## src/qle_pkg.sv

```systemverilog
package qle_pkg;

  // table geometry
  localparam int NUM_STATES  = 256;
  localparam int NUM_ACTIONS = 4;
  localparam int ST_W        = $clog2(NUM_STATES);
  localparam int AC_W        = $clog2(NUM_ACTIONS);
  localparam int ADDR_W      = ST_W + AC_W;
  localparam int Q_DEPTH     = NUM_STATES * NUM_ACTIONS;

  // field widths
  localparam int Q_W         = 32;
  localparam int FRAC_W      = 16;
  localparam int LVL_W       = 17;
  localparam int IDX_W       = 8;
  localparam int ACT_W       = 2;
  localparam int CFG_IDX_W   = 3;
  localparam int CFG_DATA_W  = 17;
  localparam int IN_TDATA_W  = 72;
  localparam int OUT_TDATA_W = 56;

  // fixed-point constants and register reset values
  localparam logic [LVL_W-1:0]  LEVEL_ONE     = 17'h10000;
  localparam logic [FRAC_W-1:0] ALPHA_RST     = 16'd6554;
  localparam logic [FRAC_W-1:0] GAMMA_RST     = 16'd58982;
  localparam logic [LVL_W-1:0]  INIT_EXPL_RST = 17'd65536;
  localparam logic [FRAC_W-1:0] DECAY_RST     = 16'd65208;
  localparam logic [LVL_W-1:0]  EXPL_MIN_RST  = 17'd655;

  // operation selector carried on tuser
  localparam logic OP_CHOOSE = 1'b0;
  localparam logic OP_UPDATE = 1'b1;

  typedef enum logic [CFG_IDX_W-1:0] {
    REG_ALPHA     = 3'd0,
    REG_GAMMA     = 3'd1,
    REG_INIT_EXPL = 3'd2,
    REG_DECAY     = 3'd3,
    REG_EXPL_MIN  = 3'd4
  } cfg_reg_t;

  typedef enum logic [3:0] {
    ST_CLEAR,
    ST_IDLE,
    ST_SCAN_NEXT,
    ST_READ_Q,
    ST_MUL_G,
    ST_DIFF,
    ST_MUL_A,
    ST_WRITE,
    ST_SCAN_ROW,
    ST_SCAN_WAIT,
    ST_RESULT
  } fsm_t;

  // step enables for the update arithmetic
  typedef struct packed {
    logic mul_g;
    logic diff;
    logic mul_a;
    logic wr;
  } arith_ctl_t;

endpackage

```

## src/qle_arith.sv

```systemverilog
module qle_arith (
  input  logic                                 clk,
  input  logic                                 rst,
  input  qle_pkg::arith_ctl_t                  ctl,
  input  logic [qle_pkg::FRAC_W-1:0]           alpha,
  input  logic [qle_pkg::FRAC_W-1:0]           gamma,
  input  logic [qle_pkg::FRAC_W-1:0]           decay,
  input  logic [qle_pkg::LVL_W-1:0]            expl_min,
  input  logic [qle_pkg::LVL_W-1:0]            lvl_init,
  input  logic                                 lvl_load,
  input  logic                                 done,
  input  logic signed [qle_pkg::Q_W-1:0]       reward,
  input  logic [qle_pkg::Q_W-1:0]              q_rd,
  input  logic signed [qle_pkg::Q_W-1:0]       max_val,
  output logic [qle_pkg::Q_W-1:0]              wr_data,
  output logic signed [qle_pkg::Q_W-1:0]       newq,
  output logic [qle_pkg::LVL_W-1:0]            level
);

  logic signed [qle_pkg::Q_W-1:0] q_reg;
  logic signed [48:0]             prod_g;
  logic signed [34:0]             diff;
  logic signed [51:0]             prod_a;
  logic signed [36:0]             sum;
  logic [qle_pkg::LVL_W-1:0]      lvl_tmp;
  logic [32:0]                    lvl_prod;

  // gamma*max, then reward + floor(gamma*max) - q, then alpha*diff
  always_ff @(posedge clk) begin
    if (ctl.mul_g) begin
      q_reg  <= $signed(q_rd);
      prod_g <= $signed({1'b0, gamma}) * max_val;
    end
    if (ctl.diff) begin
      diff <= 35'(reward) + 35'(prod_g >>> 16) - 35'(q_reg);
    end
    if (ctl.mul_a) begin
      prod_a <= $signed({1'b0, alpha}) * diff;
    end
    if (ctl.wr) begin
      newq <= $signed(wr_data);
    end
  end

  // new value saturated to the signed 32-bit range
  always_comb begin
    sum = 37'(q_reg) + 37'(prod_a >>> 16);
    if (sum[36:31] == 6'b000000 || sum[36:31] == 6'b111111) begin
      wr_data = sum[31:0];
    end else if (sum[36]) begin
      wr_data = 32'h8000_0000;
    end else begin
      wr_data = 32'h7FFF_FFFF;
    end
  end

  assign lvl_prod = 33'(lvl_tmp) * 33'(decay);

  // level: reload to 1.0 at the floor or at episode end, then decay above the floor
  always_ff @(posedge clk) begin
    if (rst) begin
      level <= qle_pkg::INIT_EXPL_RST;
    end else if (lvl_load) begin
      level <= lvl_init;
    end else if (ctl.diff) begin
      if (lvl_tmp > expl_min) begin
        level <= lvl_prod[32:16];
      end else begin
        level <= lvl_tmp;
      end
    end
  end

  always_ff @(posedge clk) begin
    if (ctl.mul_g) begin
      lvl_tmp <= (level <= expl_min || done) ? qle_pkg::LEVEL_ONE : level;
    end
  end

endmodule

```

## config.mk

```make
export PLATFORM = sky130hd
export DESIGN_NAME = qle_arith
export DESIGN_NICKNAME = d
export VERILOG_FILES = /design/src/qle_pkg.sv /design/src/qle_arith.sv
export SDC_FILE = /design/constraint.sdc
export NUM_CORES = 2
export LEC_CHECK = 0
export BUFFER_PORTS_ARGS = -buffer_cell sky130_fd_sc_hd__buf_2
export CORE_ASPECT_RATIO = 1.1
export CORE_MARGIN = 2
export CORE_UTILIZATION = 35
export CTS_BUF_LIST = sky130_fd_sc_hd__clkbuf_8
export CTS_CLUSTER_SIZE = 20
export DETAILED_ROUTE_END_ITERATION = 16
export GPL_TIMING_DRIVEN = 0
export MAX_ROUTING_LAYER = met4
export PLACE_DENSITY = 0.53
export SLEW_MARGIN = 15
export SYNTH_ARGS = -nofsm -noshare
export SYNTH_HDL_FRONTEND = slang
export SYNTH_SLANG_ARGS = --single-unit
```

## constraint.sdc

```tcl
create_clock -name clk -period 8.1 [get_ports clk]
set_input_delay 1.62 -clock clk [delete_from_list [all_inputs] [get_ports clk]]
set_output_delay 1.62 -clock clk [all_outputs]
set_load 0.005 [all_outputs]
```

After elaboration in Yosys (flattened, before gate mapping):

Index checks and enable logic that the tools add are counted.

* output and inout port bits: 81
* word-level logic and storage cells: 25
* bits in registers: 234

* reduce and logical (&&, ||, !) cells: 4
* mux-type cells: 5
* equal/unequal tests: 1
* order comparisons: 2
* $add $sub $neg: 3
* multiply operators: 3

Operators by type and width (count)
* 32-bit two-way mux: 2
* 17-bit by 35-bit multiplier with 52-bit output: 1
* 17-bit two-way mux: 3
* 17-bit by 32-bit multiplier with 49-bit output: 1
* 32-bit by 36-bit adder with 37-bit output: 1
* 34-bit by 32-bit subtractor with 35-bit output: 1
* 32-bit by 33-bit adder with 34-bit output: 1
* 17-bit by 16-bit multiplier with 33-bit output: 1
* 17-bit > comparator: 1
* 17-bit <= comparator: 1
* 6-bit equality test, second input constant: 1
* 6-bit zero test: 1
* 1-bit logical OR: 2
* 2-bit nonzero test: 1

Longest topological paths before layout:

* word-level depth: 4
* mapped depth: 28
* gate-level depth less buffers: 26

Least setup slack after synthesis:

Ideal clock, no wire load.

* kind: in2reg
* start: input alpha[2] (netlist bit)
* end: register prod_a[45], data pin
* path slack: 0.185 ns
* setup time: 0.266 ns
* arrival time: 7.649 ns
* cell stages on the path: 23
* cells stage by stage: clkbuf_1 > clkbuf_1 > nand2_1 > fa_1 > fa_1 > fa_1 > inv_1 > fa_1 > fa_1 > inv_1 > fa_1 > inv_1 > ha_1 > a21o_1 > or3_1 > o211ai_1 > a31oi_1 > o21ai_0 > o21bai_1 > o221a_2 > o21ai_0 > a21boi_0 > xor2_1

* cells in the longest elaborated chain, start to end: 1

Ends and longest elaborated chain
* start: declaration: line qle_arith.sv:5 `input logic [qle_pkg::FRAC_W-1:0] alpha,`
* 17-bit by 35-bit multiplier with 52-bit output: line qle_arith.sv:38 `prod_a <= $signed({1'b0, alpha}) * diff;`
* end signal: assignment: line qle_arith.sv:38
* end: declaration: line qle_arith.sv:23 `logic signed [51:0] prod_a;`

Every way passes these cells.
A chain may end at the register's enable or synchronous reset.

Final worst setup path:

* start: input alpha[11] (netlist bit)
* end: register prod_a[48], data pin

Same word-level chain as after synthesis.

==> key figures <==
Synth
  • Syn_nets: roughly 8000
  • Share of Yosys cell area claimed by the top area cell type: between 40 and 50%
  • Most used flip-flop cell after synthesis: sky130_fd_sc_hd__edfxtp_1
  • Post-synthesis cell count: just over 6000
  • Mapped Avg Cell Area: around 9.2 um2
  • Seq cells post-synth: ~200
  • Fraction of the yosys area taken by sequential cells: 10.40%
  • Leading area contributor after synthesis: sky130_fd_sc_hd__fa_1
  • Syn. warnings: 0
  • Number of enable flip-flop cells after synthesis: 185
  • Area of the mapped netlist: roughly 0.057 mm2
  • Async set-reset flop share out of synthesis: 0%
  • Count of different cell masters after synthesis: just under 80
  • Cell types occupying the most area after synthesis: sky130_fd_sc_hd__fa_1 44%, sky130_fd_sc_hd__inv_1 11%, sky130_fd_sc_hd__edfxtp_1 9.8%

Drt
  • Detail Route Antenna Nets: 0
  • Drt via density: between 4 and 5
  • Count of vias placed by the detailed router: around 42000
  • Number of remaining DRC errors: 0
  • Average wire per standard cell: about 20 um
  • Met2 wire length: about 82000 um
  • Metal3 WL: about 11000 um
  • Wire length on met1: between 70000 and 80000 um
  • DRC marker count from the first detailed-route iteration: around 2600
  • Routed wire length: ~170000 um
  • Highest routed metal layer: met4
  • Drt first pass iters: 5

Critical path
  • Data required time of the worst path: approximately 8.5 ns
  • Element type at the critical path end: flip-flop
  • Data arrival time of the worst path: about 8.4 ns
  • Critical Path Start Type: input port
  • Category of the most critical setup path: input port to flip-flop
  • Worst-path fanout max: 10

GRT
  • Pin count of the biggest net entering global routing: 60
  • Total grt overflow: 0
  • Via count of the first global-routing pass: approximately 45000
  • Wire length of the first global-routing pass: about 270000 um
  • Antenna violations before repair: 13
  • Global Route Usage Sum: 22.32%

Clock tree
  • Sinks on Clock Net: about 200
  • Number of buffers added to fix hold violations after cts: 0
  • CTS H-Tree Depth: 2
  • Clock tree from TritonCTS: done
  • Clock buffers created by TritonCTS: 45
  • Latest clock arrival within the worst-skew pair: between 0.6 and 0.7 ns
  • CTS Root Cell: sky130_fd_sc_hd__clkbuf_8
  • Clock-pin slew reported for the worst setup and hold paths after clock tree synthesis: around 0.050 ns
  • Max Buffers Root-to-Sink: 3

Floorplanning
  • Count of boundary I/O pins: between 200 and 300
  • Core Region: around 0.16 mm2
  • Die Outline Area: ~0.17 mm2
  • Initial core utilization: 35.33%
  • Die Y-Extent: roughly 430 um
  • Cell row count: about 150
  • Chip width: approximately 390 um

Cells and area
  • Layout-stage area growth over the synthesis result: 9.246%
  • Max reg flops: 36
  • Leading cell type in the layout, fill and taps excluded: sky130_fd_sc_hd__inv_1
  • Registers with the highest flip-flop counts: prod_a x36, diff x35, prod_g x33
  • Commonest non-fill, non-tap cells in the layout: 1633 x sky130_fd_sc_hd__inv_1, 1257 x sky130_fd_sc_hd__fa_1, 928 x sky130_fd_sc_hd__nand2_1, 521 x sky130_fd_sc_hd__and2_1, 443 x sky130_fd_sc_hd__ha_1
  • Fraction of final layout cells sized beyond drive strength 1: 7.279%
  • Most flop-heavy register: prod_a
  • Net count reported at finish: about 8400

Place
  • Hpwl dp: between 100000 and 150000 um
  • Number of port buffers: 250
  • Global placer's final weighted congestion: roughly 0.94
  • Worst setup timing slack at the placement stage: -2.260 ns

Timing
  • Transition at the pin with the smallest max-transition slack: roughly 1.1 ns
  • Worst Setup Slack, final: ~0.13 ns
  • Count of final setup violators: 0
  • Final Skew: around 0.055 ns
  • Max Transition Viols Final: 0
  • Worst max-slew margin expressed relative to the limit: ~28%
  • Final Hold Violating Endpoints: 0
  • Highest Clock Rate: 0.1255 GHz
  • Portion of the clock cycle consumed by the worst path in the final layout: 98.33%
  • Post-layout minimum cycle time: 7.965 ns

Worst hold path
  • Hold Path Class: flip-flop to flip-flop

Flow run
  • Total of max-cap violations: 0

Run status
  • Outcome: finished clean
[critical path, cell delays in order]
cell,delay [ns]
sky130_fd_sc_hd__clkbuf_2,0.31
sky130_fd_sc_hd__buf_2,0.37
sky130_fd_sc_hd__nand2_1,0.13
sky130_fd_sc_hd__fa_1,0.58
sky130_fd_sc_hd__inv_1,0.06
sky130_fd_sc_hd__fa_1,0.60
sky130_fd_sc_hd__fa_1,0.46
sky130_fd_sc_hd__fa_1,0.49
sky130_fd_sc_hd__fa_1,0.51
sky130_fd_sc_hd__inv_1,0.05
sky130_fd_sc_hd__fa_1,0.48
sky130_fd_sc_hd__inv_1,0.05
sky130_fd_sc_hd__ha_1,0.35
sky130_fd_sc_hd__nand2_1,0.14
sky130_fd_sc_hd__o21ai_1,0.37
sky130_fd_sc_hd__nor2_1,0.12
sky130_fd_sc_hd__and3_1,0.27
sky130_fd_sc_hd__o211a_1,0.23
sky130_fd_sc_hd__nor2_2,0.33
sky130_fd_sc_hd__a211oi_2,0.16
sky130_fd_sc_hd__nor2b_1,0.13
sky130_fd_sc_hd__nor2_1,0.07
sky130_fd_sc_hd__o41ai_1,0.31
sky130_fd_sc_hd__xor2_1,0.13
[worst paths after layout]
path                            startpoint     endpoint  slack (ns)  cells after the start
worst max-delay path             alpha[11]   prod_a[48]        0.13                     24
worst min-delay path             level[16]  lvl_tmp[16]        0.62                      2
worst max register to register    diff[22]   prod_a[48]        0.21                     23
worst min register to register   level[16]  lvl_tmp[16]        0.62                      2
[synthesized netlist by cell type (all sizes together), types with 13 or more instances]
library cell and instances:
a211oi 21, a21o 86, a21oi 146, a31oi 18
and2 521, and3 19, clkbuf 228, dfxtp 17
edfxtp 185, fa 1257, ha 443, inv 1621
mux2i 13, nand2 928, nand2b 22, nand3 41
nand4 17, nor2 125, nor2b 29, nor3 18
o21a 23, o21ai 110, o21bai 20, xnor2 97
xor2 48
[area by class of cell]
| class | instances | area [um2] |
|---|---|---|
| clock inverter | 33 | 292.8 |
| antenna | 8 | 20.02 |
| multi-input combinational | 4131 | 43970 |
| inverter | 1621 | 6085 |
| buffer | 221 | 1055 |
| clock buffer | 46 | 633.1 |
| tap | 2106 | 2635 |
| timing repair buffer | 258 | 1355 |
| fill | 16430 | 98560 |
| sequential | 202 | 5896 |
[stage by stage]
stage	TNS (ns)	hold slack, ns	instances	instance area, um2	utilization, %
final	0	0.6217	8626	61940	38.59
after global routing	-0.02000	0.6556	8623	61940	38.59
after CTS	0	0.6212	8620	61750	38.47
after detailed placement	-70.80	0.6115	8546	60620	37.77
after global placement	-75.02	0.6101	8545	60590	37.75
after floorplan	0	0.5413	6189	56700	-
[repair_timing]
action                                  in CTS  in global routing
buffers inserted                             5                  1
gates resized for setup                    105                111
pin swaps                                    6                  1
endpoints found under the setup margin      39                 21
[kinds of logic (layout without fill, tap and decap cells)]
| family | count (synthesis) | count (layout) | synth area share [%] |
|---|---|---|---|
| DFF | 202 | 202 | 10.40 |
| and+or+nand+nor | 1761 | 1761 | 14.72 |
| muxes | 15 | 15 | 0.2692 |
| adders and majority gates | 1700 | 1700 | 54.16 |
| xor gates and xnor gates | 145 | 145 | 2.240 |
| buffers and inverters | 1856 | 2179 | 12.34 |
| other | 0 | 8 | 0 |
| AOI/OAI and AO/OA | 510 | 510 | 5.872 |
[layer usage]
layer	vias up	track usage, %
met4	0	4.948
li1	18910	-
met1	21380	30.12
met3	183	3.022
met2	1172	35.80
met5	-	-
Power is left out: the tool's default activity adds up to more than one toggle a clock period on the data nets, which glitch-free logic cannot reach.
