<file path="src/qle_pkg.sv">
package qle_pkg;

  // table geometry
  localparam int NUM_STATES  = 256;
  localparam int NUM_ACTIONS = 4;
  localparam int ST_W        = $clog2(NUM_STATES);
  localparam int AC_W        = $clog2(NUM_ACTIONS);
  localparam int ADDR_W      = ST_W + AC_W;
  localparam int Q_DEPTH     = NUM_STATES * NUM_ACTIONS;

  // field widths
  localparam int Q_W         = 32;
  localparam int FRAC_W      = 16;
  localparam int LVL_W       = 17;
  localparam int IDX_W       = 8;
  localparam int ACT_W       = 2;
  localparam int CFG_IDX_W   = 3;
  localparam int CFG_DATA_W  = 17;
  localparam int IN_TDATA_W  = 72;
  localparam int OUT_TDATA_W = 56;

  // fixed-point constants and register reset values
  localparam logic [LVL_W-1:0]  LEVEL_ONE     = 17'h10000;
  localparam logic [FRAC_W-1:0] ALPHA_RST     = 16'd6554;
  localparam logic [FRAC_W-1:0] GAMMA_RST     = 16'd58982;
  localparam logic [LVL_W-1:0]  INIT_EXPL_RST = 17'd65536;
  localparam logic [FRAC_W-1:0] DECAY_RST     = 16'd65208;
  localparam logic [LVL_W-1:0]  EXPL_MIN_RST  = 17'd655;

  // operation selector carried on tuser
  localparam logic OP_CHOOSE = 1'b0;
  localparam logic OP_UPDATE = 1'b1;

  typedef enum logic [CFG_IDX_W-1:0] {
    REG_ALPHA     = 3'd0,
    REG_GAMMA     = 3'd1,
    REG_INIT_EXPL = 3'd2,
    REG_DECAY     = 3'd3,
    REG_EXPL_MIN  = 3'd4
  } cfg_reg_t;

  typedef enum logic [3:0] {
    ST_CLEAR,
    ST_IDLE,
    ST_SCAN_NEXT,
    ST_READ_Q,
    ST_MUL_G,
    ST_DIFF,
    ST_MUL_A,
    ST_WRITE,
    ST_SCAN_ROW,
    ST_SCAN_WAIT,
    ST_RESULT
  } fsm_t;

  // step enables for the update arithmetic
  typedef struct packed {
    logic mul_g;
    logic diff;
    logic mul_a;
    logic wr;
  } arith_ctl_t;

endpackage

</file>
<file path="src/qle_argmax.sv">
module qle_argmax (
  input  logic                         clk,
  input  logic                         rst,
  input  logic                         issue,
  input  logic [qle_pkg::AC_W-1:0]     issue_idx,
  input  logic [qle_pkg::Q_W-1:0]      rd_data,
  output logic signed [qle_pkg::Q_W-1:0] best_val,
  output logic [qle_pkg::AC_W-1:0]     best_idx
);

  // read data arrives the cycle after its address is issued
  logic                     vld_d;
  logic [qle_pkg::AC_W-1:0] idx_d;

  always_ff @(posedge clk) begin
    if (rst) begin
      vld_d <= 1'b0;
    end else begin
      vld_d <= issue;
    end
    idx_d <= issue_idx;
  end

  // first entry of a row seeds the search; strictly greater keeps the first maximum
  always_ff @(posedge clk) begin
    if (vld_d && (idx_d == '0 || $signed(rd_data) > best_val)) begin
      best_val <= $signed(rd_data);
      best_idx <= idx_d;
    end
  end

endmodule

</file>
<file path="config.mk">
export PLATFORM = sky130hd
export DESIGN_NAME = qle_argmax
export DESIGN_NICKNAME = d
export VERILOG_FILES = /design/src/qle_pkg.sv /design/src/qle_argmax.sv
export SDC_FILE = /design/constraint.sdc
export NUM_CORES = 1
export LEC_CHECK = 0
export BUFFER_PORTS_ARGS = -buffer_cell sky130_fd_sc_hd__buf_2
export CAP_MARGIN = 20
export CORE_MARGIN = 2
export CORE_UTILIZATION = 40
export DETAILED_ROUTE_END_ITERATION = 7
export PLACE_DENSITY_LB_ADDON = 0.1
export SYNTH_ARGS = -nofsm -noshare
export SYNTH_HDL_FRONTEND = slang
export SYNTH_SLANG_ARGS = --single-unit
</file>
<file path="constraint.sdc">
create_clock -name clk -period 3.19 [get_ports clk]
set_input_delay 0.638 -clock clk [delete_from_list [all_inputs] [get_ports clk]]
set_output_delay 0.638 -clock clk [all_outputs]
set_load 0.03 [all_outputs]
</file>
After elaboration in Yosys (flattened, before gate mapping)
Cells that the tools add are included.

Bits in registers: 37. Input port bits: 37.

Order comparisons: 1. Reduce and logical (&&, ||, !) cells: 3.

Operator list (number): $gt 32x32->1 (1); $logic_not 2->1 (1); $logic_and 1x1->1 (1); $logic_or 1x1->1 (1).

Depth between registers and ports, before layout
Gate-level depths: netlist of the first run.

Word-level depth: 3. Depth in mapped cells: 8. Gate-level depth less buffers: 8.

Worst setup path before layout of the first run
OpenSTA, ideal clock, no wires.

Kind: input to register. Start point: input port rd_data[23] (netlist name). End point: register best_idx[0] (netlist name) (enable). Required time: 2800 ps. Slack: 116 ps. Cell stages on the path: 7. Path buffers: 0. Arrival time: 2684 ps. Setup time: 390 ps. Cell sequence: ha_1 -> a21oi_1 -> o21ai_0 -> a221o_1 -> a211o_1 -> o22ai_1 -> a211o_1.

Cells in the longest elaborated chain, start to end: 3.

Ends and longest elaborated chain: start: declaration (line qle_argmax.sv:6) `input logic [qle_pkg::Q_W-1:0] rd_data,`; $gt 32x32->1 (line qle_argmax.sv:26) `if (vld_d && (idx_d == '0 || $signed(rd_data) > best_val)) begin`; $logic_or 1x1->1 (line qle_argmax.sv:26); $logic_and 1x1->1 (line qle_argmax.sv:26); end signal: assignment (line qle_argmax.sv:28) `best_idx <= idx_d;`; end: declaration (line qle_argmax.sv:8) `output logic [qle_pkg::AC_W-1:0] best_idx`.

No other way between the ends. A chain may end at the register's enable or synchronous reset.

Worst setup path in the final report of the first run
Start point: input port rd_data[14] (netlist name). End point: register best_val[20] (netlist name) (enable).

Cells in the longest elaborated chain, start to end: 3.

Ends and longest elaborated chain: $gt 32x32->1 (line qle_argmax.sv:26); $logic_or 1x1->1 (line qle_argmax.sv:26); $logic_and 1x1->1 (line qle_argmax.sv:26); end signal: assignment (line qle_argmax.sv:27) `best_val <= $signed(rd_data);`; end: declaration (line qle_argmax.sv:7) `output logic signed [qle_pkg::Q_W-1:0] best_val,`.

No other way between the ends.

==> results.json, run 1 <==
{
  "io_pins": 71,
  "timing_worst_setup_path_type": "in -> reg",
  "vias": 1389,
  "gr-usage-all-layers_pct": 14.6,
  "antenna_cells_inserted": 0,
  "synthesis.nets": 226,
  "insertion_delay_ps": 290,
  "max_freq_mhz": 391,
  "htree_num_levels": 2,
  "post_cts_hold_buffer_count": 0,
  "final_max_slew_viol_count": 0,
  "drt_pass1_iterations": 4,
  "postRouteWirelength_um": 3630,
  "post-synth-top-area-fraction_pct": 52.8,
  "grt_first_pass_wirelength_um": 5870,
  "avgSynthCellArea_um2": 12.3,
  "finalHoldViolCount": 0,
  "critical_path_launch_point_type": "primary input",
  "areal_power_density_over_the_cells_nw_per_um2": 464,
  "critical_path.max_fanout": 19,
  "pwr-share-clk_pct": 29.3,
  "drt-wirelength-per-cell_um": 12.5,
  "remaining_drc_errors": 0,
  "clk_pin_slew_worst_paths_ps": 80,
  "synth.yosys.seq_area_share_pct": 56.0,
  "netlist_top_cells_area": "edfxtp_1 53%, ha_1 21%, inv_1 6.4%",
  "yosysTopAreaCell": "edfxtp_1",
  "pin_count_of_the_biggest_net_entering_global_routing": 20,
  "die_h_um": 73.5,
  "core-area_um2": 4690,
  "power.net_switching_mw": 0.334,
  "clk_path_buf_depth": 2,
  "via_cell_ratio": 4.77,
  "horiz_die_dim_um": 73.5,
  "ys_warnings": 0,
  "postLayoutCellArea_um2": 2460,
  "drt-initial-drc-count": 52,
  "route.antenna.remaining_nets": 0,
  "clk_root_buffer_cell": "clkbuf_8",
  "dp_hpwl_um": 2970,
  "finish.net_count": 305,
  "ys_seq_elements": 37,
  "syn-cell-area_um2": 1930,
  "post_synth_num_cell_types": 24,
  "syn_to_final_growth_pct": 27.1,
  "place.gp.congestion": 0.742,
  "dieArea_um2": 5400,
  "drv.max_cap_violation_count": 0,
  "tightestPinTransition_ps": 385,
  "power_internal_mw": 0.804,
  "power_switching_share_pct": 29.4,
  "tritoncts_clock_tree": "done",
  "tritoncts.num_buffers": 5,
  "cp-end-kind": "flip-flop",
  "setup_tns_ps": 0,
  "grt.overflow.total": 0,
  "seqPwrFrac_pct": 50.9,
  "post_cts_setup_buffers": 0,
  "placement.io_buffers": 70,
  "rsz0062_at_grt": "no",
  "arrival_ps": 2590,
  "clock_sink_total": 37,
  "rows": 25,
  "place_area_um2": 2360,
  "finalCritPeriodShare_pct": 80.3,
  "first_global_vias": 1312,
  "power_frac_comb_pct": 19.8,
  "grt_antenna_before_repair": 0,
  "drive_gt1_share_pct": 34.6,
  "result_of_the_run": "finished, final reports clean",
  "worst_hold_path_type": "reg -> reg",
  "maxSlewHeadroom_pct": 73.6,
  "initial_core_util_pct": 41.2,
  "synthCells": 157,
  "finalWorstPathRequiredPeriod_ps": 2560,
  "required_ps": 3220,
  "postCtsResizedCells": 0,
  "fin_worst_skew_ps": 7.76,
  "setup_viol": 0,
  "peakVddDrop_v": 0.000206,
  "power.static_leakage_nw": 1.21
}
## synth_stat cells (all sizes together)
cell type   n
a221o       2
a31oi       1
nor3        2
a211o       2
nand4       8
dfxtp       3
ha         32
a21o        2
nand2b      1
nand3       4
nor2b       2
inv        33
o21ai       3
o22ai       1
nor4        1
o211ai      1
a2111oi     1
edfxtp     34
o31ai       1
and2        1
nand2       6
nor2        3
a21oi      13
## worst max-delay path, cell delays in order
cell and delay, ps:
buf_2 110, ha_1 320, a21oi_1 160, nand2_1 70, a221o_1 340, o31ai_1 290, o22ai_1 130, a211o_1 290
buf_4 220
## area by class of cell
type                       instances  area (um^2)
clock buffer                       5         68.8
tap                               54         67.6
multi-input combinational         87          727
fill                             440         2240
clock inverter                     3         22.5
timing repair buffer              72          365
sequential                        37         1080
inverter                          33          124
## stage by stage
step                      worst slack (ps)  total power [mW]  std cells  util (%)  hold slack [ps]
final                                  630              1.14        291      52.3              434
after global routing                   480              1.21        291      52.3              429
after global placement                 370             0.818        283      50.4              415
after floorplan                        116             0.739        157         -              410
after CTS                              642              1.16        291      52.3              441
after detailed placement               326             0.820        283      50.4              418
## routing by layer
metal | up-vias | routed length (um) | GRT usage [%]
met2 | 40 | 1700 | 22.6
met5 | - | 0 | 0
li1 | 728 | - | -
met4 | 0 | 44 | 4.24
met1 | 615 | 1690 | 19.3
met3 | 6 | 192 | 5.08
## kinds of logic after synthesis
family	after synthesis	share of synthesized area, %
flip-flops	37	56.0
AO/OA/AOI/OAI	27	8.74
buffers and inverters	33	6.41
AND/OR/NAND/NOR	28	8.16
adder cells (fa/ha/maj)	32	20.7
## power groups by stage
stage	Combinational, mW	Clock, mW	Sequential, mW
after detailed placement	0.228	0	0.592
after CTS	0.229	0.348	0.581
after floorplan	0.0922	0	0.646
after global placement	0.227	0	0.591
after global routing	0.254	0.374	0.584
final	0.225	0.333	0.580
## final timing paths
kind,cells after the start,slack (ps),startpoint,endpoint
setup / recovery,9,630,rd_data[14],best_val[20]
hold / removal,0,430,idx_d[1],best_idx[1]
setup reg to reg,9,690,best_val[14],best_val[20]
hold reg to reg,0,430,idx_d[1],best_idx[1]
## sequential cells by signal, indices dropped and copies added, names as in the netlist
register	cells
best_idx	2
best_val	32
idx_d	2
vld_d	1
## placed cells by master (no fill, tap or decap), drive strengths merged, types with 3 or more instances in the layout
cell	synthesis	final
nand3	4	4
o21ai	3	3
nor2	3	3
clkinv	0	3
edfxtp	34	34
ha	32	32
dfxtp	3	3
a21oi	13	13
nand4	8	8
nand2	6	6
clkbuf	0	5
buf	0	72
inv	33	33
(Power assumes the default switching activity.)
==> inputs of run 2 (changes only) <==
ABC_AREA = 1   (was not set)
clock period = 2.7 ns   (was 3.19 ns; I/O delays follow)
==> run 2 against run 1 <==
Clock power grew 9.6%. Combinational power is 4% higher. Count of clock-buffer cells in the layout increased by 3. Critical path depth is 2 higher. Non-clock buffer count stayed put. Global-route usage fell by 0.91 points. Power rose by 11%. Synthesized cell count increased by 18%. Critical path type is now reg -> reg. Critical endpoint unchanged.
==> results.json, run 2 <==
{
  "result_of_the_run": "finished, final reports clean",
  "finish.net_count": 333,
  "syn-cell-area_um2": 1990,
  "async_flop_share_pct": 0,
  "postCtsResizedCells": 0,
  "tritoncts_clock_tree": "done",
  "rsz0062_at_grt": "no",
  "cp-startpoint": "best_val[31]",
  "peakVddDrop_v": 0.000272,
  "cell_with_the_most_instances_after_synthesis": "inv_1",
  "htree_num_levels": 2,
  "worstSetupEndpoint": "best_val[20]",
  "required_ps": 2680,
  "whs_path_depth": 1,
  "first_global_vias": 1313,
  "synth.yosys.seq_area_share_pct": 54.3,
  "netlist_top_cells_area": "edfxtp_1 51%, ha_1 20%, inv_1 7.5%",
  "ys_seq_elements": 37,
  "dieArea_um2": 5560,
  "grt_antenna_before_repair": 0,
  "grt_first_pass_wirelength_um": 5640,
  "largest_register_ffs": 32,
  "post_synth_most_frequent_cells": "40 x inv_1, 34 x edfxtp_1, 32 x ha_1, 32 x nand2_1, 14 x a21oi_1",
  "post_cts_hold_buffer_count": 0,
  "horiz_die_dim_um": 74.5,
  "drt_pass1_iterations": 4,
  "dp.cells": 324,
  "drv.max_cap_violation_count": 0,
  "syn_to_final_growth_pct": 27.6,
  "dp_hpwl_um": 2900,
  "tightestPinTransition_ps": 220,
  "post_cts_setup_buffers": 0,
  "reg_top3": "best_val x32, best_idx x2, idx_d x2",
  "antenna_cells_inserted": 0,
  "regToRegStartpoint": "best_val[31]",
  "avgSynthCellArea_um2": 10.8,
  "synth_flop_cell": "edfxtp_1",
  "final_cells": 332,
  "via_cell_ratio": 4.41,
  "cp-end-kind": "flip-flop",
  "critical_path.max_fanout": 14,
  "clk_pin_slew_worst_paths_ps": 70,
  "maxSlewHeadroom_pct": 85.2,
  "initial_core_util_pct": 41.9,
  "post-synth-top-area-fraction_pct": 51.3,
  "finalWorstPathRequiredPeriod_ps": 2220,
  "finalHoldViolCount": 0,
  "drt-initial-drc-count": 23,
  "vias": 1463,
  "insertion_delay_ps": 280,
  "layout.cells.most_common": "buf_2",
  "tritoncts.num_buffers": 5,
  "pin_count_of_the_biggest_net_entering_global_routing": 21,
  "die_h_um": 74.5,
  "critical_path_launch_point_type": "flip-flop",
  "rows": 25,
  "arrival_ps": 2200,
  "synthesis.nets": 254,
  "clock_sink_total": 37,
  "grt.overflow.total": 0,
  "register_to_register_path_setup_slack_ps": 480,
  "io_pins": 71,
  "gr-usage-all-layers_pct": 13.7,
  "clk_root_buffer_cell": "clkbuf_8",
  "setup_viol": 0,
  "place.gp.congestion": 0.703,
  "core-area_um2": 4750,
  "remaining_drc_errors": 0,
  "areal_power_density_over_the_cells_nw_per_um2": 500,
  "ff2ff_path_depth": 11,
  "fin_worst_skew_ps": 4.78,
  "setup_tns_ps": 0,
  "synthCells": 185,
  "post_synth_num_cell_types": 21,
  "finalCritPeriodShare_pct": 82.3,
  "postRouteWirelength_um": 3650,
  "max_freq_mhz": 450,
  "drive_gt1_share_pct": 32.5,
  "edff_count_synth": 34,
  "ys_warnings": 0,
  "placement.io_buffers": 70,
  "layout_common_cells": "70 x buf_2, 40 x inv_1, 34 x edfxtp_1",
  "power.static_leakage_nw": 1.28,
  "critical_register_to_register_path_endpoint": "best_val[20]",
  "clk_path_buf_depth": 2,
  "worst_hold_path_type": "in -> reg",
  "yosysTopAreaCell": "edfxtp_1",
  "max_flop_register": "best_val",
  "route.antenna.remaining_nets": 0,
  "drt-wirelength-per-cell_um": 11.0,
  "timing_worst_setup_path_type": "reg -> reg",
  "final_max_slew_viol_count": 0
}
run 2: cell count changes in the layout (fill, tap and decap cells not counted), moves of 3 or more:
cell | before | now
nand2_1 | 6 | 32
nand4_1 | 7 | 2
clkbuf_1 | 0 | 3
inv_2 | 0 | 3
nor2_1 | 3 | 8
inv_1 | 33 | 40
run 2: logic make-up (layout without fill, tap and decap cells):
kind of cell / count (synthesis) / count (layout) / synth area share, %
adder cells (fa/ha/maj): 32 / 32 / 20.1
AND/OR/NAND/NOR: 51 / 51 / 11.2
flip-flops: 37 / 37 / 54.3
buffers and inverters: 43 / 123 / 8.11
AO/OA/AOI/OAI: 22 / 22 / 6.29
run 2: worst min path at each step:
stage / startpoint / to
floorplan: idx_d[0] / best_idx[0]
CTS: issue_idx[0] / idx_d[0]
detailed placement: idx_d[0] / best_idx[0]
global route: issue_idx[0] / idx_d[0]
global placement: idx_d[0] / best_idx[0]
finish: issue_idx[0] / idx_d[0]
run 2: layer usage:
| metal | wire length, um | global-route usage (%) | vias to the layer above |
|---|---|---|---|
| met2 | 1620 | 21.2 | 46 |
| li1 | - | - | 772 |
| met3 | 225 | 4.61 | 4 |
| met1 | 1760 | 17.9 | 641 |
| met5 | 0 | 0 | - |
| met4 | 39 | 4.76 | 0 |
run 2: per-stage QoR:
stage	util [%]	setup WS, ps	cell area, um^2	total power [mW]	hold WS (ps)
6_report	53.4	479	2540	1.27	356
5_1_grt	53.4	303	2540	1.34	347
4_1_cts	53.4	468	2540	1.29	344
3_5_place_dp	51.7	220	2460	0.919	420
3_3_place_gp	51.7	240	2460	0.917	409
2_1_floorplan	-	108	2000	0.833	401
run 2: area by class of cell:
class                           instances  area [um^2]
Inverter                               43          161
Clock buffer                            8         80.1
Tap cell                               67         83.8
Fill cell                             473         2210
Sequential cell                        37         1080
Timing Repair Buffer                   72          378
Multi-Input combinational cell        105          756
run 2: power breakdown:
group / internal, mW / switching, mW / total [mW]
Combinational: 0.0874 / 0.146 / 0.233
Clock: 0.183 / 0.182 / 0.365
Sequential: 0.659 / 0.0111 / 0.670
Total: 0.930 / 0.339 / 1.27
run 2: worst max-delay path: stages (launching register included):
cell and delay, ps:
edfxtp_1 420, inv_1 80, ha_1 250, a21oi_1 160, o21a_2 140, nand2_1 50, a21oi_1 150, nand2_1 70
nand2_1 50, nand3_1 100, a21oi_4 180, buf_4 260
==> inputs of run 3 (changes only) <==
ABC_AREA = 0   (was 1)
clock period = 2.2 ns   (was 2.7 ns; I/O delays follow)
==> run 3 against run 2 <==
The run now ends with negative setup slack left. Highest routed layer unchanged. Critical path type unchanged. Cell area grew 17%. Setup slack lost 680 ps. Critical endpoint is now best_val[10]. Non-clock buffer count grew 32.
==> results.json, run 3 (synthesis gave the netlist of run 1 again) <==
{
  "register_to_register_path_setup_slack_ps": -200,
  "critical_path.max_fanout": 8,
  "layout_common_cells": "70 x buf_2, 34 x edfxtp_1, 30 x buf_4",
  "critical_register_to_register_path_endpoint": "best_val[10]",
  "regToRegStartpoint": "best_val[7]",
  "clk_path_buf_depth": 2,
  "tritoncts.num_buffers": 5,
  "drt-wirelength-per-cell_um": 13.4,
  "peakVddDrop_v": 0.000401,
  "whs_path_depth": 1,
  "tritoncts_clock_tree": "done",
  "holdPathEnd": "idx_d[0]",
  "rsz0062_at_grt": "yes",
  "route.antenna.remaining_nets": 0,
  "grt_first_pass_wirelength_um": 6810,
  "failed_checks": "negative setup slack",
  "remaining_drc_errors": 0,
  "final_worst_path_setup_slack_ps": -200,
  "drt_pass1_iterations": 4,
  "horiz_die_dim_um": 73.5,
  "antenna_cells_inserted": 0,
  "cp-end-kind": "flip-flop",
  "setup_viol": 34,
  "cp-startpoint": "best_val[7]",
  "core-area_um2": 4690,
  "dp_hpwl_um": 2850,
  "largest_register_ffs": 32,
  "insertion_delay_ps": 290,
  "dp.cells": 305,
  "finalHoldViolCount": 0,
  "reg_top3": "best_val x32, best_idx x2, idx_d x2",
  "pin_count_of_the_biggest_net_entering_global_routing": 13,
  "first_global_vias": 1533,
  "finish.net_count": 342,
  "vias": 1614,
  "clk_root_buffer_cell": "clkbuf_8",
  "final_max_slew_viol_count": 0,
  "syn_to_final_growth_pct": 53.8,
  "whs_ps": 251,
  "final_cells": 328,
  "layout.cells.most_common": "buf_2",
  "clk_pin_slew_worst_paths_ps": 80,
  "grt_antenna_before_repair": 0,
  "rows": 25,
  "io_pins": 71,
  "max_flop_register": "best_val",
  "drive_gt1_share_pct": 51.1,
  "gr-usage-all-layers_pct": 16.9,
  "worst_hold_path_type": "in -> reg",
  "critical_path_launch_point_type": "flip-flop",
  "postRouteWirelength_um": 4390,
  "hold_path_startpoint": "issue_idx[0]",
  "initial_core_util_pct": 41.2,
  "placement.io_buffers": 70,
  "die_h_um": 73.5,
  "result_of_the_run": "complete, but fails checks",
  "totalPowerFinal_mw": 1.77,
  "finalCritPeriodShare_pct": 109,
  "max_freq_mhz": 417,
  "place.gp.congestion": 0.760,
  "setup_tns_ps": -4980,
  "dieArea_um2": 5400,
  "grt.overflow.total": 0,
  "clock_sink_total": 37,
  "required_ps": 2240,
  "finalWorstPathRequiredPeriod_ps": 2400,
  "htree_num_levels": 2,
  "drt-initial-drc-count": 58,
  "fin_worst_skew_ps": 7.75,
  "via_cell_ratio": 4.92,
  "ff2ff_path_depth": 9,
  "timing_worst_setup_path_type": "reg -> reg",
  "tightestPinTransition_ps": 745,
  "power.static_leakage_nw": 1.41,
  "arrival_ps": 2440,
  "drv.max_cap_violation_count": 0,
  "areal_power_density_over_the_cells_nw_per_um2": 595,
  "maxSlewHeadroom_pct": 50.0
}
run 3: cell types whose count changed in the layout (fill, tap and decap cells not counted), sizes merged, moves of 6 or more:
cell / previous run / this run
nor2: 9 / 3
nand4: 2 / 8
nand2: 33 / 6
buf: 72 / 103
inv: 43 / 33
a211o: 0 / 7
run 3: critical path: stages (launching register included):
cell and delay [ps]:
edfxtp_1 380, inv_1 100, ha_4 210, a21oi_1 130, o21ai_1 90, a221o_1 360, o31ai_4 230, o22ai_4 130
buf_6 140, a211o_4 370
run 3: how the worst max path moves through the flow:
stage / depth (start not counted) / slack, ps / end
6_report: 9 / -200 / best_val[10]
5_1_grt: 10 / -350 / best_val[10]
4_1_cts: 8 / -200 / best_val[9]
3_5_place_dp: 8 / -440 / best_val[30]
3_3_place_gp: 8 / -430 / best_val[2]
2_1_floorplan: 8 / -260 / best_idx[0]
run 3: stage by stage:
step                utilization [%]  instance area (um^2)  setup WS, ps
floorplan                         -                  1970          -263
global placement               54.6                  2560          -429
detailed placement             54.6                  2560          -442
CTS                            62.1                  2910          -204
global route                   63.3                  2970          -349
finish                         63.3                  2970          -200
run 3: what timing repair did:
| item | 4_1_cts | 5_1_grt |
|---|---|---|
| gates resized for setup | 27 | 6 |
| endpoints found under the setup margin | 34 | 34 |
| hold buffers | 0 | 0 |
| buffers inserted | 8 | 1 |
| pin swaps | 18 | 7 |
| gates cloned | 5 | 0 |
run 3: cell type report:
| type | count | area, um^2 |
|---|---|---|
| inverters | 33 | 124 |
| multi-input cells | 92 | 998 |
| clock buffers | 5 | 68.8 |
| well taps | 54 | 67.6 |
| clock inverters | 3 | 17.5 |
| repair buffers | 104 | 614 |
| fillers | 371 | 1720 |
| flip-flops and latches | 37 | 1080 |
run 3: power breakdown:
| part | switching (mW) | internal, mW | total, mW | leakage, nW |
|---|---|---|---|---|
| clock | 0.245 | 0.219 | 0.464 | 0.0439 |
| sequential | 0.0189 | 0.823 | 0.842 | 0.340 |
| combinational | 0.259 | 0.202 | 0.462 | 1.03 |
run 3: per-layer routing:
metal	global-route usage, %	up-vias	routed length [um]
met5	0	-	0
met4	6.46	0	79
met3	5.08	9	248
met2	27.5	49	2120
met1	21.1	739	1940
li1	-	817	-
